## src/rtl/tor_pkg.sv

```systemverilog
// shared types and telnet byte codes for the option responder
`timescale 1ns / 1ps

package tor_pkg;

   localparam int unsigned MaxBurst = 6;
   localparam int unsigned CountW   = $clog2(MaxBurst + 1);
   localparam int unsigned IdxW     = $clog2(MaxBurst);

   localparam logic [7:0] TnIac  = 8'd255;
   localparam logic [7:0] TnDont = 8'd254;
   localparam logic [7:0] TnDo   = 8'd253;
   localparam logic [7:0] TnWont = 8'd252;
   localparam logic [7:0] TnWill = 8'd251;
   localparam logic [7:0] TnSb   = 8'd250;
   localparam logic [7:0] TnSe   = 8'd240;
   localparam logic [7:0] TnSend = 8'd1;
   localparam logic [7:0] TnIs   = 8'd0;

   localparam logic [7:0] OptEcho = 8'd1;
   localparam logic [7:0] OptSga  = 8'd3;

   // output bytes caused by one request, first byte in data[0]
   typedef struct packed {
      logic [CountW-1:0]           count;
      logic                        to_server;
      logic [MaxBurst-1:0][7:0]    data;
   } tor_burst_type;

endpackage

```

## src/rtl/tor_parser.sv

```systemverilog
// telnet command parser: phase state and the reply bytes for each request
`timescale 1ns / 1ps

module tor_parser (
   input  logic                   clock,
   input  logic                   reset,
   input  logic                   accept,
   input  logic [7:0]             rx_byte,
   output tor_pkg::tor_burst_type burst
);
   import tor_pkg::*;

   localparam logic [2:0] PhText   = 3'd0;
   localparam logic [2:0] PhCmd    = 3'd1;
   localparam logic [2:0] PhOpt    = 3'd2;
   localparam logic [2:0] PhSbOpt  = 3'd3;
   localparam logic [2:0] PhSbMod  = 3'd4;
   localparam logic [2:0] PhSbBody = 3'd5;
   localparam logic [2:0] PhSbIac  = 3'd6;

   localparam logic [1:0] VerbWill = 2'd0;
   localparam logic [1:0] VerbWont = 2'd1;
   localparam logic [1:0] VerbDo   = 2'd2;
   localparam logic [1:0] VerbDont = 2'd3;

   logic [2:0] phase_ff, phase_in;
   logic [1:0] verb_ff, verb_in;
   logic [7:0] option_ff, option_in;
   logic [7:0] modifier_ff, modifier_in;
   logic [7:0] reply;
   logic       known_opt, known_held;

   always_ff @(posedge clock) begin
      if (reset) begin
         phase_ff    <= PhText;
         verb_ff     <= VerbWill;
         option_ff   <= '0;
         modifier_ff <= '0;
      end else if (accept) begin
         phase_ff    <= phase_in;
         verb_ff     <= verb_in;
         option_ff   <= option_in;
         modifier_ff <= modifier_in;
      end
   end

   assign known_opt  = (rx_byte == OptEcho) || (rx_byte == OptSga);
   assign known_held = (option_ff == OptEcho) || (option_ff == OptSga);

   always_comb begin
      if (known_opt) begin
         unique case (verb_ff)
            VerbWill: reply = TnDo;
            VerbWont: reply = TnDont;
            VerbDo:   reply = TnWill;
            VerbDont: reply = TnWont;
            default:  reply = TnWont;
         endcase
      end else begin
         reply = verb_ff[1] ? TnWont : TnDont;
      end
   end

   always_comb begin
      phase_in        = phase_ff;
      verb_in         = verb_ff;
      option_in       = option_ff;
      modifier_in     = modifier_ff;
      burst.count     = '0;
      burst.to_server = 1'b0;
      burst.data      = '0;
      unique case (phase_ff)
         PhCmd: begin
            if (rx_byte == TnIac) begin
               burst.count   = CountW'(1);
               burst.data[0] = TnIac;
               phase_in      = PhText;
            end else if (rx_byte >= TnWill && rx_byte <= TnDont) begin
               verb_in  = 2'(rx_byte - TnWill);
               phase_in = PhOpt;
            end else if (rx_byte == TnSb) begin
               phase_in = PhSbOpt;
            end else begin
               phase_in = PhText;
            end
         end
         PhOpt: begin
            option_in       = rx_byte;
            burst.count     = CountW'(3);
            burst.to_server = 1'b1;
            burst.data[0]   = TnIac;
            burst.data[1]   = reply;
            burst.data[2]   = rx_byte;
            phase_in        = PhText;
         end
         PhSbOpt: begin
            option_in = rx_byte;
            phase_in  = PhSbMod;
         end
         PhSbMod: begin
            modifier_in = rx_byte;
            phase_in    = (rx_byte == TnIac) ? PhSbIac : PhSbBody;
         end
         PhSbBody: begin
            if (rx_byte == TnIac) phase_in = PhSbIac;
         end
         PhSbIac: begin
            if (rx_byte == TnSe) begin
               if (known_held && modifier_ff == TnSend) begin
                  burst.count     = CountW'(6);
                  burst.to_server = 1'b1;
                  burst.data[0]   = TnIac;
                  burst.data[1]   = TnSb;
                  burst.data[2]   = option_ff;
                  burst.data[3]   = TnIs;
                  burst.data[4]   = TnIac;
                  burst.data[5]   = TnSe;
               end
               phase_in = PhText;
            end else begin
               phase_in = PhSbBody;
            end
         end
         default: begin
            // text phase, and the unused code
            if (rx_byte == TnIac) begin
               phase_in = PhCmd;
            end else begin
               burst.count   = CountW'(1);
               burst.data[0] = rx_byte;
               phase_in      = PhText;
            end
         end
      endcase
   end

endmodule

```

## src/rtl/tor_burst.sv

```systemverilog
// result buffer that plays out the bytes of one request in order
`timescale 1ns / 1ps

module tor_burst (
   input  logic                   clock,
   input  logic                   reset,
   input  logic                   load,
   input  tor_pkg::tor_burst_type burst,
   output logic                   free,
   output logic                   out_valid,
   input  logic                   out_ready,
   output logic [7:0]             out_byte,
   output logic                   out_to_server,
   output logic                   out_last
);
   import tor_pkg::*;

   logic                     valid_ff, valid_in;
   logic [CountW-1:0]        count_ff;
   logic [IdxW-1:0]          idx_ff, idx_in;
   logic                     srv_ff;
   logic [MaxBurst-1:0][7:0] data_ff;
   logic                     last;

   assign last     = (CountW'(idx_ff) == count_ff - CountW'(1));
   assign free     = !valid_ff || (out_ready && last);

   always_comb begin
      valid_in = valid_ff;
      idx_in   = idx_ff;
      priority if (load) begin
         valid_in = 1'b1;
         idx_in   = '0;
      end else if (valid_ff && out_ready) begin
         if (last) valid_in = 1'b0;
         idx_in = idx_ff + IdxW'(1);
      end
   end

   always_ff @(posedge clock) begin
      if (reset) begin
         valid_ff <= 1'b0;
         idx_ff   <= '0;
      end else begin
         valid_ff <= valid_in;
         idx_ff   <= idx_in;
      end
   end

   // payload needs no reset
   always_ff @(posedge clock) begin
      if (load) begin
         count_ff <= burst.count;
         srv_ff   <= burst.to_server;
         data_ff  <= burst.data;
      end
   end

   assign out_valid     = valid_ff;
   assign out_byte      = data_ff[idx_ff];
   assign out_to_server = srv_ff;
   assign out_last      = last;

endmodule

```

## src/rtl/telnet_option_responder.sv

```systemverilog
// top level of the telnet option responder
`timescale 1ns / 1ps

// Takes one received telnet byte per request on the req_ stream and emits
// display text and negotiation replies on the rsp_ stream. Each rsp item
// carries one byte, a flag in tuser (0 display, 1 send to server) and tlast
// on the final byte caused by its request. A request causes zero, one,
// three or six rsp items; bytes that only advance the parser cause none.
// A request's first rsp item appears in the cycle after it is taken. While
// rsp_tready is high, a request is taken every cycle while each causes at
// most one item; a longer burst holds req_tready low, as the result buffer
// plays out one byte per cycle and takes the next request in the cycle its
// last byte leaves. When the receiver stalls, the buffer holds its byte and
// req_tready drops. Reset puts the parser in text phase and empties the buffer.
module telnet_option_responder (
   input  logic       clock,
   input  logic       reset,
   input  logic       req_tvalid,
   output logic       req_tready,
   input  logic [7:0] req_tdata,   // [7:0] rx_byte
   output logic       rsp_tvalid,
   input  logic       rsp_tready,
   output logic [7:0] rsp_tdata,   // [7:0] out_byte
   output logic       rsp_tuser,   // [0] to_server
   output logic       rsp_tlast
);
   import tor_pkg::*;

   tor_burst_type burst;
   logic          accept;
   logic          free;

   assign req_tready = free;
   assign accept     = req_tvalid && free;

   tor_parser u_parser (
      .clock   (clock),
      .reset   (reset),
      .accept  (accept),
      .rx_byte (req_tdata),
      .burst   (burst)
   );

   tor_burst u_burst (
      .clock         (clock),
      .reset         (reset),
      .load          (accept && (burst.count != '0)),
      .burst         (burst),
      .free          (free),
      .out_valid     (rsp_tvalid),
      .out_ready     (rsp_tready),
      .out_byte      (rsp_tdata),
      .out_to_server (rsp_tuser),
      .out_last      (rsp_tlast)
   );

endmodule
```

## config.mk

```make
export PLATFORM = sky130hd
export DESIGN_NAME = telnet_option_responder
export DESIGN_NICKNAME = d
export VERILOG_FILES = /design/src/rtl/tor_pkg.sv /design/src/rtl/tor_parser.sv /design/src/rtl/tor_burst.sv /design/src/rtl/telnet_option_responder.sv
export SDC_FILE = /design/constraint.sdc
export NUM_CORES = 1
export LEC_CHECK = 0
export BUFFER_PORTS_ARGS = -buffer_cell sky130_fd_sc_hd__clkbuf_2
export CAP_MARGIN = 10
export CORE_ASPECT_RATIO = 0.8
export CORE_MARGIN = 3
export CORE_UTILIZATION = 40
export CTS_CLUSTER_DIAMETER = 50
export DETAILED_ROUTE_END_ITERATION = 8
export GPL_TIMING_DRIVEN = 0
export MAX_ROUTING_LAYER = met4
export SETUP_SLACK_MARGIN = 0.5
export SLEW_MARGIN = 20
export SYNTH_ARGS = -nofsm -noshare
export SYNTH_HDL_FRONTEND = slang
export SYNTH_SLANG_ARGS = --single-unit
```

## constraint.sdc

```tcl
create_clock -name clock -period 3.86 [get_ports clock]
set_clock_uncertainty 0.2 [all_clocks]
set_input_delay 0 -clock clock [delete_from_list [all_inputs] [get_ports clock]]
set_output_delay 0 -clock clock [all_outputs]
set_load 0.01 [all_outputs]
```

==> run metrics <==
status finished clean; grt ovf 0; most common cell after layout, fill and taps aside nor2_1; remaining design rule violation count 0; Worst EP required approximately 3.6 ns; diode count 0; layout cells sized above 1 between 10% and 20%; mapped cell area 2594 sq um; CTS Buf Count 5; Slew Limit Fails 0; crit share post-route about three quarters; WS Path Type flop to flop; GRT Overall Usage approximately 17%; met1 usage 24.28%; initial antenna violation count 0; final hold violation count 0; clock group share of total power approximately 30%; Post-Layout Cell Count about 380; Sw Share 25.06%; post-layout min period between 2 and 3 ns; Final setup viols 0; CTS tree yes; critical path cell sequence inv_1 > ha_1 > xor3_1 > o41a_1 > o21ba_2; Placeable Area slightly above 6000 sq um; Cell Int Power 0.0007345 W; ys async rst share 0%; ys flop type dfxtp_1; post-synth cell types 47; DRT Pass-1 Iters 4; port buffer count 20; R2R setup slack about 0.95 ns; Post-Syn Nets roughly 280; Avg Synthesized Cell Area 9.900 sq um; register share of total power between 50% and 60%; Power Density 327.6 nW/um^2; Most Crowded Layer GR met1; DR vias approximately 2000; clock sinks 49; vias in the first global route roughly 1900; Die Y roughly 80 microns; grt met2 use 24.26%; crit start category flop; multi-input logic area between 1000 and 1500 sq um; Reg clk slew, reported paths roughly 0.090 ns; MaxCap Viol Count 0; CP endpoint kind flop; Detail Placement HPWL between 4 and 5 mm; yosys warns 0; Leak Pwr about 1.3 nW; WHS approximately 0.0080 ns; Final ANT Viol Nets 0; Seq/Total Area, Yosys between 40% and 50%; Hold WC Path Type input port to flop; Post-synth EDFFs 24; die width 96.03 microns; final net count about 320; VDD IR max around 0.00018 V; root buffer cell clkbuf_8; first-pass GRT wire length around 9.5 mm; Routed WL roughly 5.7 mm; flops & latches, synth 49; H-tree Lvls 2; Setup TNS 0 ns; most frequent cells in the layout nor2_1, dfxtp_1, mux2i_1, edfxtp_1, clkbuf_2; row cnt 25; Net Switching roughly 0.00025 W; placed insts approximately 360; Ports 24; vias per inst approximately 5.2; RD Place Congestion between 0.8 and 0.9; storage element area between 1000 and 1500 sq um; Cells after Synth ~260; met3 Use GR ~4.6%; wire per inst 15.00 microns; Clock Latency Late Sink approximately 0.30 ns; crit-path leading delay family compound AO/OA/AOI/OAI gates; DR iter-0 viols around 110; Initial Util between 40% and 50%; fillers between 500 and 600; Critical path buffers and inverters 1; largest net degree at the start of global routing 28; CP peak stage delay between 0.7 and 0.8 ns; RSZ-0062 raised after global routing no; crit path DAT around 2.7 ns; CP max stage cell o21ba_2; maximum clock frequency approximately 0.34 GHz; clock buffer depth 2; DIE AREA between 7000 and 8000 sq um; critical-path maximum fanout 27; Slew headroom 54.06%; part of the power in combinational logic 11.1%; measured slew at the worst slew-check pin ~0.69 ns; Area growth syn-to-layout 15.34%
[tightest hold or removal path, delay by kind of cell]
kind	cells	cell delay, ns
multiplexers	1	0.19
AND/OR/NAND/NOR	1	0.05
buffers and inverters	1	0.23
[cells by family (layout without fill, tap and decap cells)]
group / count (synthesis) / in the layout / synth area share, %
compound gates: 56 / 56 / 15.24
mux: 24 / 24 / 9.262
simple gates: 92 / 92 / 17.80
flops: 49 / 49 / 47.08
fa+ha+maj: 9 / 9 / 4.342
xor+xnor: 5 / 5 / 2.267
buf+inv: 27 / 66 / 4.004
[final timing paths]
check / start / endpoint / cells past startpoint
hold / removal: req_tdata[3] / u_parser.option_ff[3] / 3
hold reg to reg: u_parser.modifier_ff[3] / u_parser.modifier_ff[3] / 2
setup / recovery: u_burst.count_ff[0] / u_burst.data_ff[17] / 5
setup reg to reg: u_burst.count_ff[0] / u_burst.data_ff[17] / 5
[layer usage]
layer | share of wire [%] | vias up
li1 | - | 1015
met1 | 52 | 916
met2 | 42 | 46
met3 | 4.8 | 10
met4 | 1.2 | 0
met5 | 0 | -
[power groups by stage]
| stage | Combinational [W] | Clock, W | Sequential [W] |
|---|---|---|---|
| 2_1_floorplan | 0.0000626 | 0 | 0.000582 |
| 3_3_place_gp | 0.0000993 | 0 | 0.000584 |
| 3_5_place_dp | 0.0000997 | 0 | 0.000585 |
| 4_1_cts | 0.000109 | 0.000306 | 0.000573 |
| 5_1_grt | 0.000122 | 0.000333 | 0.000575 |
| 6_report | 0.000109 | 0.000299 | 0.000572 |
[stage by stage]
step	util, %	total power (W)	instance area (sq um)	setup WS (ns)
2_1_floorplan	-	0.0006451	2594	1.208
3_3_place_gp	45.83	0.0006832	2795	0.9730
3_5_place_dp	45.83	0.0006843	2795	0.9498
4_1_cts	49.05	0.0009873	2992	0.9410
5_1_grt	49.05	0.001029	2992	0.7792
6_report	49.05	0.0009802	2992	0.9482
[registers in the layout, summed over array words and instances (netlist names)]
signal / cells
u_parser.modifier_ff: 8
u_parser.verb_ff: 2
u_burst.out_valid: 1
u_burst.count_ff: 3
u_parser.phase_ff: 3
u_parser.option_ff: 8
u_burst.idx_ff: 3
u_burst.data_ff: 21
[layout make-up]
cell class	instances	share of cell area (%)
buffer	14	1.840
sequential	49	40.82
inverter	13	1.631
timing repair buffer	31	7.026
clock buffer	5	2.300
multi-input combinational	186	42.41
tap	81	3.388
clock inverter	3	0.5855
[Yosys cell counts (3+ instances only)]
cell type	instances	area, sq um
ha_1	9	112.6
and3_1	5	31.28
o21ai_0	12	60.06
edfxtp_1	24	720.7
nor4b_1	3	26.28
nand2_1	13	48.80
mux2i_1	24	240.2
nor2b_1	3	18.77
nor2_1	34	127.6
dfxtp_1	25	500.5
nand3_1	4	20.02
a21oi_1	13	65.06
clkbuf_1	10	37.54
o21a_1	4	30.03
a21o_1	8	60.06
nand2b_1	12	75.07
nand4_1	3	18.77
nor3_1	6	30.03
inv_1	13	48.80
[what timing repair did]
action | in CTS | in global routing
resized for setup | 0 | 0
buffers inserted | 0 | 0
hold endpoints to repair | 30 | 0
hold buffers | 11 | 0
No activity file was read; power rests on OpenSTA's default activity.
